File: src/rtl/pcs_pkg.sv
// Shared constants and the sum snapshot type of the correlation screen.
// Used by every module of the block; depends on nothing.
`default_nettype none

package pcs_pkg;

   localparam int NumFeatures = 8;
   localparam int SampleWidth = 16;
   localparam int SumWidth    = 33;
   localparam int SqWidth     = 48;
   localparam int CountWidth  = 17;
   localparam int IndexWidth  = 3;
   localparam int CfgWidth    = 4;
   localparam int MulWidth    = 64;
   localparam int ProdWidth   = 128;
   localparam int DenWidth    = 125;
   localparam int QuotWidth   = 31;
   localparam int DivWidth    = DenWidth + QuotWidth - 1;
   localparam int StepWidth   = 5;
   localparam int RootSteps   = 16;

   typedef struct packed {
      logic [NumFeatures-1:0][SumWidth-1:0] fsum;
      logic [NumFeatures-1:0][SqWidth-1:0]  fsq;
      logic [NumFeatures-1:0][SqWidth-1:0]  xsum;
      logic [SumWidth-1:0]                  ysum;
      logic [SqWidth-1:0]                   ysq;
      logic [CountWidth-1:0]                count;
   } snap_type;

endpackage

`default_nettype wire

File: src/rtl/pcs_mul.sv
// Bit-serial signed 64 by 64 multiplier, one multiplier bit per cycle.
// Depends on pcs_pkg.
`default_nettype none

module pcs_mul (
   input  wire logic                                clock,
   input  wire logic                                reset,
   input  wire logic                                go,
   input  wire logic signed [pcs_pkg::MulWidth-1:0] op_a,
   input  wire logic signed [pcs_pkg::MulWidth-1:0] op_b,
   output logic                                     done,
   output logic [pcs_pkg::ProdWidth-1:0]            product
);

   localparam int CntWidth = $clog2(pcs_pkg::MulWidth);
   localparam logic [CntWidth-1:0] LastStep = CntWidth'(pcs_pkg::MulWidth - 1);

   logic run_ff, done_ff;
   logic [CntWidth-1:0] cnt_ff;
   logic [pcs_pkg::ProdWidth-1:0] acc_ff, mcand_ff, term, acc_in;
   logic [pcs_pkg::MulWidth-1:0] mplier_ff;

   assign done    = done_ff;
   assign product = acc_ff;

   always_comb begin
      term   = mplier_ff[0] ? mcand_ff : '0;
      acc_in = (cnt_ff == LastStep) ? acc_ff - term : acc_ff + term;
   end

   always_ff @(posedge clock) begin
      if (reset) begin
         run_ff  <= 1'b0;
         done_ff <= 1'b0;
      end else begin
         done_ff <= 1'b0;
         if (go && !run_ff) begin
            run_ff    <= 1'b1;
            cnt_ff    <= '0;
            acc_ff    <= '0;
            mcand_ff  <= pcs_pkg::ProdWidth'(op_a);
            mplier_ff <= op_b;
         end else if (run_ff) begin
            acc_ff    <= acc_in;
            mcand_ff  <= mcand_ff << 1;
            mplier_ff <= mplier_ff >> 1;
            cnt_ff    <= cnt_ff + 1'b1;
            if (cnt_ff == LastStep) begin
               run_ff  <= 1'b0;
               done_ff <= 1'b1;
            end
         end
      end
   end

endmodule

`default_nettype wire

File: src/rtl/pcs_back.sv
// Back of the correlation screen: per-feature sequencer, long division and square root.
// Depends on pcs_pkg and pcs_mul.
`default_nettype none

module pcs_back (
   input  wire logic                                clock,
   input  wire logic                                reset,
   input  wire logic                                snap_valid,
   input  wire pcs_pkg::snap_type                   snap,
   input  wire logic [pcs_pkg::CfgWidth-1:0]        features_in_use,
   output logic                                     take,
   output logic                                     strobe,
   output logic [pcs_pkg::IndexWidth-1:0]           feature_index,
   output logic signed [pcs_pkg::SampleWidth-1:0]   correlation,
   output logic                                     last_feature
);

   localparam logic [3:0] S_IDLE = 4'd0;
   localparam logic [3:0] S_YN   = 4'd1;
   localparam logic [3:0] S_YS   = 4'd2;
   localparam logic [3:0] S_XN   = 4'd3;
   localparam logic [3:0] S_XS   = 4'd4;
   localparam logic [3:0] S_CN   = 4'd5;
   localparam logic [3:0] S_CS   = 4'd6;
   localparam logic [3:0] S_CHK  = 4'd7;
   localparam logic [3:0] S_DEN  = 4'd8;
   localparam logic [3:0] S_NUM  = 4'd9;
   localparam logic [3:0] S_DIV  = 4'd10;
   localparam logic [3:0] S_ROOT = 4'd11;
   localparam logic [3:0] S_EMIT = 4'd12;

   localparam int MW = pcs_pkg::MulWidth;
   localparam int SW = pcs_pkg::SampleWidth;
   localparam int QW = pcs_pkg::QuotWidth;
   localparam logic [pcs_pkg::StepWidth-1:0] DivLast  = pcs_pkg::StepWidth'(QW - 1);
   localparam logic [pcs_pkg::StepWidth-1:0] RootLast = pcs_pkg::StepWidth'(pcs_pkg::RootSteps - 1);
   localparam logic [pcs_pkg::CfgWidth-1:0]  CfgMax   = pcs_pkg::CfgWidth'(pcs_pkg::NumFeatures);
   localparam logic [SW-1:0] CorrMax = {1'b0, {(SW-1){1'b1}}};

   logic [3:0] state_ff;
   pcs_pkg::snap_type work_ff;
   logic [pcs_pkg::IndexWidth-1:0] idx_ff, last_ff, last_in;
   logic wait_ff, mul_state, mul_go, mul_done;
   logic signed [MW-1:0] op_a, op_b;
   logic [pcs_pkg::ProdWidth-1:0] product;
   logic [MW-1:0] t1_ff, syy_ff, sxx_ff, sxy_ff, plo, mag;
   logic [pcs_pkg::DivWidth-1:0] rem_ff, dsh_ff;
   logic [QW-1:0] quo_ff, root_ff, bit_ff, trial;
   logic [pcs_pkg::StepWidth-1:0] step_ff;
   logic [SW-1:0] lo, corr;
   logic strobe_ff, last_feature_ff;
   logic [pcs_pkg::IndexWidth-1:0] index_ff;
   logic [SW-1:0] corr_ff;

   assign plo   = product[MW-1:0];
   assign mag   = sxy_ff[MW-1] ? (~sxy_ff + 1'b1) : sxy_ff;
   assign trial = root_ff + bit_ff;
   assign lo    = root_ff[SW-1:0];
   assign corr  = sxy_ff[MW-1] ? (SW'(0) - lo) : (lo[SW-1] ? CorrMax : lo);
   assign take  = (state_ff == S_IDLE) && snap_valid;

   assign strobe        = strobe_ff;
   assign feature_index = index_ff;
   assign correlation   = corr_ff;
   assign last_feature  = last_feature_ff;

   always_comb begin
      if (features_in_use == '0) begin
         last_in = '0;
      end else if (features_in_use > CfgMax) begin
         last_in = pcs_pkg::IndexWidth'(pcs_pkg::NumFeatures - 1);
      end else begin
         last_in = pcs_pkg::IndexWidth'(features_in_use - 1'b1);
      end
   end

   always_comb begin
      mul_state = 1'b1;
      op_a      = '0;
      op_b      = '0;
      unique case (state_ff)
         S_YN: begin
            op_a = MW'(work_ff.count);
            op_b = MW'(work_ff.ysq);
         end
         S_YS: begin
            op_a = MW'($signed(work_ff.ysum));
            op_b = MW'($signed(work_ff.ysum));
         end
         S_XN: begin
            op_a = MW'(work_ff.count);
            op_b = MW'(work_ff.fsq[idx_ff]);
         end
         S_XS: begin
            op_a = MW'($signed(work_ff.fsum[idx_ff]));
            op_b = MW'($signed(work_ff.fsum[idx_ff]));
         end
         S_CN: begin
            op_a = MW'(work_ff.count);
            op_b = MW'($signed(work_ff.xsum[idx_ff]));
         end
         S_CS: begin
            op_a = MW'($signed(work_ff.fsum[idx_ff]));
            op_b = MW'($signed(work_ff.ysum));
         end
         S_DEN: begin
            op_a = $signed(sxx_ff);
            op_b = $signed(syy_ff);
         end
         S_NUM: begin
            op_a = $signed(mag);
            op_b = $signed(mag);
         end
         default: begin
            mul_state = 1'b0;
         end
      endcase
   end

   assign mul_go = mul_state && !wait_ff;

   pcs_mul u_mul (
      .clock   (clock),
      .reset   (reset),
      .go      (mul_go),
      .op_a    (op_a),
      .op_b    (op_b),
      .done    (mul_done),
      .product (product)
   );

   always_ff @(posedge clock) begin
      if (reset) begin
         state_ff  <= S_IDLE;
         wait_ff   <= 1'b0;
         strobe_ff <= 1'b0;
      end else begin
         strobe_ff <= 1'b0;
         if (mul_go) begin
            wait_ff <= 1'b1;
         end
         if (mul_done) begin
            wait_ff <= 1'b0;
         end
         unique case (state_ff)
            S_IDLE: begin
               if (snap_valid) begin
                  work_ff  <= snap;
                  idx_ff   <= '0;
                  last_ff  <= last_in;
                  state_ff <= S_YN;
               end
            end
            S_YN: begin
               if (mul_done) begin
                  t1_ff    <= plo;
                  state_ff <= S_YS;
               end
            end
            S_YS: begin
               if (mul_done) begin
                  syy_ff   <= t1_ff - plo;
                  state_ff <= S_XN;
               end
            end
            S_XN: begin
               if (mul_done) begin
                  t1_ff    <= plo;
                  state_ff <= S_XS;
               end
            end
            S_XS: begin
               if (mul_done) begin
                  sxx_ff   <= t1_ff - plo;
                  state_ff <= S_CN;
               end
            end
            S_CN: begin
               if (mul_done) begin
                  t1_ff    <= plo;
                  state_ff <= S_CS;
               end
            end
            S_CS: begin
               if (mul_done) begin
                  sxy_ff   <= t1_ff - plo;
                  state_ff <= S_CHK;
               end
            end
            S_CHK: begin
               if (sxx_ff == '0 || syy_ff == '0) begin
                  root_ff  <= '0;
                  state_ff <= S_EMIT;
               end else begin
                  state_ff <= S_DEN;
               end
            end
            S_DEN: begin
               if (mul_done) begin
                  dsh_ff   <= {product[pcs_pkg::DenWidth-1:0], (QW-1)'(0)};
                  state_ff <= S_NUM;
               end
            end
            S_NUM: begin
               if (mul_done) begin
                  rem_ff   <= {product[pcs_pkg::DenWidth-1:0], (QW-1)'(0)};
                  quo_ff   <= '0;
                  step_ff  <= '0;
                  state_ff <= S_DIV;
               end
            end
            S_DIV: begin
               if (rem_ff >= dsh_ff) begin
                  rem_ff <= rem_ff - dsh_ff;
                  quo_ff <= {quo_ff[QW-2:0], 1'b1};
               end else begin
                  quo_ff <= {quo_ff[QW-2:0], 1'b0};
               end
               dsh_ff  <= dsh_ff >> 1;
               step_ff <= step_ff + 1'b1;
               if (step_ff == DivLast) begin
                  root_ff  <= '0;
                  bit_ff   <= {1'b1, (QW-1)'(0)};
                  step_ff  <= '0;
                  state_ff <= S_ROOT;
               end
            end
            S_ROOT: begin
               if (quo_ff >= trial) begin
                  quo_ff  <= quo_ff - trial;
                  root_ff <= (root_ff >> 1) + bit_ff;
               end else begin
                  root_ff <= root_ff >> 1;
               end
               bit_ff  <= bit_ff >> 2;
               step_ff <= step_ff + 1'b1;
               if (step_ff == RootLast) begin
                  state_ff <= S_EMIT;
               end
            end
            S_EMIT: begin
               strobe_ff       <= 1'b1;
               index_ff        <= idx_ff;
               corr_ff         <= corr;
               last_feature_ff <= (idx_ff == last_ff);
               if (idx_ff == last_ff) begin
                  state_ff <= S_IDLE;
               end else begin
                  idx_ff   <= idx_ff + 1'b1;
                  state_ff <= S_XN;
               end
            end
            default: begin
               state_ff <= S_IDLE;
            end
         endcase
      end
   end

endmodule

`default_nettype wire
File: config.mk
export PLATFORM = sky130hd
export DESIGN_NAME = pcs_back
export DESIGN_NICKNAME = d
export VERILOG_FILES = /design/src/rtl/pcs_pkg.sv /design/src/rtl/pcs_mul.sv /design/src/rtl/pcs_back.sv
export SDC_FILE = /design/constraint.sdc
export NUM_CORES = 2
export LEC_CHECK = 0
export BUFFER_PORTS_ARGS = -buffer_cell sky130_fd_sc_hd__buf_2
export CAP_MARGIN = 20
export CORE_AREA = 2 2 447 449
export CTS_CLUSTER_DIAMETER = 100
export DETAILED_ROUTE_END_ITERATION = 10
export DIE_AREA = 0 0 449 451
export PLACE_DENSITY_LB_ADDON = 0.08
export SKIP_LAST_GASP = 1
export SYNTH_ARGS = -nofsm -noshare
export SYNTH_HDL_FRONTEND = slang
export SYNTH_SLANG_ARGS = --single-unit
File: constraint.sdc
create_clock -name clock -period 66.7 [get_ports clock]
set_input_delay 10.005 -clock clock [delete_from_list [all_inputs] [get_ports clock]]
set_output_delay 10.005 -clock clock [all_outputs]
set_load 0.01 [all_outputs]
==> impl_metrics.py <==
metrics = {
    "sta": {
        "final.setup.worst_slack_ps": 45950,
        "tightestPinTransition_ps": 1256,
        "fmaxAchievable_ghz": 0.04820,
        "slew_violations": 0,
        "final_hold_viol_count": 0,
        "setup_total_negative_slack_ps": 0,
        "min_period_ps": 20750,
        "final.setup_skew_ps": 90.94,
        "fin_worst_hold_slack_ps": 502.9,
        "final-setup-viol-count": 0,
        "setup_repair_after_global_routing_missed_its_margin": "false",
        "slew_headroom_pct": 15.56,
        "finalCritPeriodShare_pct": 31.11,
    },
    "clock_tree": {
        "count_of_buffers_added_by_post_cts_timing_repair_for_setup": 0,
        "cts_repair_resize_count": 0,
        "clk_transition_reported_paths_ps": 60,
        "clock-root-buffer": "sky130_fd_sc_hd__clkbuf_16",
        "post_cts_hold_buffer_count": 0,
        "cts_inserted_buffers": 221,
        "ctsHtreeMaxLevel": 4,
        "clk-insertion-delay-late_ps": 900,
        "tritoncts_num_sinks": 2133,
        "cts_max_path_buffers": 3,
        "clock_tree_from_tritoncts": "yes",
    },
    "setup_path": {
        "worst_setup_sp": "snap_valid",
        "most_frequent_cell_on_the_critical_path": "sky130_fd_sc_hd__buf_2",
        "worstPathArrival_ps": 10740,
        "critical-path-top-delay-family": "buffers and inverters",
        "worst-endpoint-required_ps": 56690,
        "setup.worst_path.end_class": "output pin",
        "slowest_stage": "sky130_fd_sc_hd__inv_1",
        "critical_path.max_stage_delay_ps": 210,
        "path_class": "input pin to output pin",
        "critical_path.n_buffers_inverters": 3,
        "rr_startpoint": "state_ff[1]$_SDFFE_PP0P_",
        "cp-start-kind": "input pin",
        "critical_path.cell_chain": "buf_2 -> nand3_1 -> inv_1 -> buf_2",
        "critical_path.max_fanout": 2,
    },
    "floorplan": {
        "starting_density_pct": 56.11,
        "die_width_um": 449,
        "placement_rows": 164,
        "fp.coreArea_um2": 198200,
        "die-height_um": 451,
        "design.die.area_um2": 202500,
        "pin_count": 1159,
    },
    "placed_design": {
        "port_buffers": 1158,
        "placed_cells": 12710,
        "gp_congestion": 1.033,
        "dp_hpwl_um": 304100,
        "place_ws_ps": 45990,
    },
    "pwr": {
        "combinational_group_share_of_total_power_pct": 36.9,
        "p_per_area_nw_per_um2": 41.27,
        "pwr-share-clk_pct": 23.5,
        "leakagePower_nw": 47.22,
        "p_sw_share_pct": 38.25,
        "irDropWorstVdd_mv": 0.03103,
        "internal_power_mw": 3.235,
        "seq_power_share_pct": 39.5,
        "p_switching_mw": 2.004,
        "design_power_total_mw": 5.238,
    },
    "finish": {
        "layout.cells.most_common_list": "sky130_fd_sc_hd__edfxtp_1 (2125), sky130_fd_sc_hd__buf_2 (1159), sky130_fd_sc_hd__nand2_1 (870)",
        "syn2layout_area_growth_pct": 14.14,
        "drive_gt1_share_pct": 18.58,
        "num-nets-final": 11830,
        "final_cell_count_no_fill": 13190,
        "final_common_cell": "sky130_fd_sc_hd__edfxtp_1",
    },
    "detailed_routing": {
        "initialDrtViolationCount": 11820,
        "ant_nets": 0,
        "avgViaCountPerCell": 6.458,
        "wire_per_inst_um": 29.92,
        "finalWirelength_um": 394700,
        "detail_route.drc_violations": 0,
        "vias": 85190,
        "detailedRoute.firstPassIterationCount": 10,
    },
    "synth": {
        "syn_avg_cell_area_um2": 12.01,
        "post_synth_edffs": 2125,
        "ys_warn_count": 0,
        "netlist_top_cells_area": "sky130_fd_sc_hd__edfxtp_1 (57%), sky130_fd_sc_hd__mux4_2 (5.2%), sky130_fd_sc_hd__ha_1 (4.7%)",
        "synth_top_area_cell": "sky130_fd_sc_hd__edfxtp_1",
        "synth-seq-area-share_pct": 57.52,
        "synth-main-ff-cell": "sky130_fd_sc_hd__edfxtp_1",
        "synthesis.instances": 9261,
        "synth_fp_nets": 10820,
        "post_synth_instance_area_um2": 111200,
        "synth_async_sr_flop_share_pct": 0,
        "synth_seq_cells": 2133,
        "synth_top_cell_area_share_pct": 57.38,
        "synth.distinct_cells": 86,
    },
    "global_route": {
        "grt_overflow": 0,
        "first_global_vias": 80200,
        "number_of_antenna_violations_at_the_first_check_in_global_routing": 116,
        "maximum_number_of_pins_on_one_net_before_global_route_repair": 194,
        "groute.usage.overall_pct": 38.13,
        "first_pass_grt_wire_length_um": 558700,
    },
    "hold_path": {
        "hold_path_startpoint": "u_mul.run_ff$_SDFF_PP0_",
        "timing.hold.worst.class": "flop to flop",
    },
    "status": {
        "run_status": "complete, no violations",
    },
    "flow_run": {
        "drv.max_cap_violation_count": 0,
    },
}
state kept, by name, summed over array words and instances (netlist names), 3 cells and up:
register         count
sxx_ff              64
u_mul.mplier_ff     64
dsh_ff             155
correlation         16
state_ff             4
u_mul.cnt_ff         6
work_ff           1130
idx_ff               3
rem_ff             155
t1_ff               64
root_ff             31
bit_ff              16
u_mul.product      125
quo_ff              31
u_mul.mcand_ff     125
step_ff              5
feature_index        3
syy_ff              64
last_ff              3
sxy_ff              64
power groups by stage:
stage	Clock, mW	Combinational, mW	Sequential (mW)
2_1_floorplan	0	1.32	2.21
3_3_place_gp	0	1.87	2.08
3_5_place_dp	0	1.89	2.09
4_1_cts	1.24	1.90	2.06
5_1_grt	1.29	2.10	2.08
6_report	1.23	1.94	2.07
worst register-to-register path, cell delays in order (launching register included):
cell and delay [ps]:
sky130_fd_sc_hd__dfxtp_2 310, sky130_fd_sc_hd__buf_4 330, sky130_fd_sc_hd__nor2_1 300, sky130_fd_sc_hd__nand3_1 190, sky130_fd_sc_hd__nor2_4 490, sky130_fd_sc_hd__buf_12 740
sky130_fd_sc_hd__buf_4 1020, sky130_fd_sc_hd__buf_4 910, sky130_fd_sc_hd__buf_4 870, sky130_fd_sc_hd__buf_12 700, sky130_fd_sc_hd__buf_12 990, sky130_fd_sc_hd__buf_4 1080
stage by stage:
step | area [um^2] | util, %
2_1_floorplan | 111200 | -
3_3_place_gp | 119600 | 60.32
3_5_place_dp | 119600 | 60.32
4_1_cts | 126700 | 63.93
5_1_grt | 126900 | 64.00
6_report | 126900 | 64.04
per-layer routing:
metal	share of wire [%]	global-route usage, %
met1	38	52.13
met2	45	57.47
met3	11	9.545
met4	5.4	17.96
met5	0.084	0
path summary, 6_finish.rpt:
kind | endpoint | slack [ps] | depth (start not counted)
max | take | 45950 | 4
min | u_mul.done$_SDFF_PP0_ | 500 | 2
max reg2reg | work_ff[895]$_DFFE_PP_ | 58240 | 11
min reg2reg | u_mul.done$_SDFF_PP0_ | 500 | 2
logic make-up (layout without fill, tap and decap cells):
family                     after synthesis  count (layout)  synth area share (%)
other                                    0              75                     0
DFF                                   2133            2133                 57.52
xor gates and xnor gates               573             573                 4.512
and+or+nand+nor                       2462            2462                 10.12
AOI/OAI and AO/OA                     2443            2443                 13.78
muxes                                  393             393                 6.459
buffers and inverters                  839            2038                 2.873
adders and majority gates              418             418                 4.730
cells in the mapped netlist (18+ instances only):
library cell                   n
sky130_fd_sc_hd__or4_1        34
sky130_fd_sc_hd__o211ai_1     39
sky130_fd_sc_hd__a222oi_1     41
sky130_fd_sc_hd__or3_1        58
sky130_fd_sc_hd__a211oi_1     47
sky130_fd_sc_hd__xnor2_1     290
sky130_fd_sc_hd__o21bai_1    105
sky130_fd_sc_hd__nand2_1     870
sky130_fd_sc_hd__and2_1       41
sky130_fd_sc_hd__a21boi_0     23
sky130_fd_sc_hd__nor3_1      159
sky130_fd_sc_hd__ha_1        414
sky130_fd_sc_hd__inv_1       365
sky130_fd_sc_hd__and3_1       28
sky130_fd_sc_hd__o21ai_0     720
sky130_fd_sc_hd__or2_2        27
sky130_fd_sc_hd__o21a_1       50
sky130_fd_sc_hd__mux2i_1     118
sky130_fd_sc_hd__nand2b_1     56
sky130_fd_sc_hd__nor2b_1      49
sky130_fd_sc_hd__nand4_1     176
sky130_fd_sc_hd__a21oi_1     641
sky130_fd_sc_hd__edfxtp_1   2125
sky130_fd_sc_hd__o41ai_1      36
sky130_fd_sc_hd__mux4_2      258
sky130_fd_sc_hd__a22oi_1      28
sky130_fd_sc_hd__xor2_1      283
sky130_fd_sc_hd__o32a_1       18
sky130_fd_sc_hd__nand3_1     103
sky130_fd_sc_hd__o22ai_1      20
sky130_fd_sc_hd__o31ai_1      53
sky130_fd_sc_hd__nor2_1      725
sky130_fd_sc_hd__a2111oi_0    18
sky130_fd_sc_hd__nor4_1       80
sky130_fd_sc_hd__a41oi_1      24
sky130_fd_sc_hd__o221ai_1     44
sky130_fd_sc_hd__buf_1        66
sky130_fd_sc_hd__a31oi_1      99
sky130_fd_sc_hd__clkbuf_1    400
sky130_fd_sc_hd__a21o_1      290
cell type report:
cell class / count / area [um^2]
antenna: 75 / 187.7
sequential: 2133 / 63970
timing repair buffer: 1264 / 6684
fill: 15590 / 71280
tap: 2656 / 3323
inverter: 366 / 1374
clock inverter: 138 / 1423
multi-input combinational: 6289 / 44230
clock buffer: 270 / 5746
Note: power is estimated with default switching activity, not from simulation.
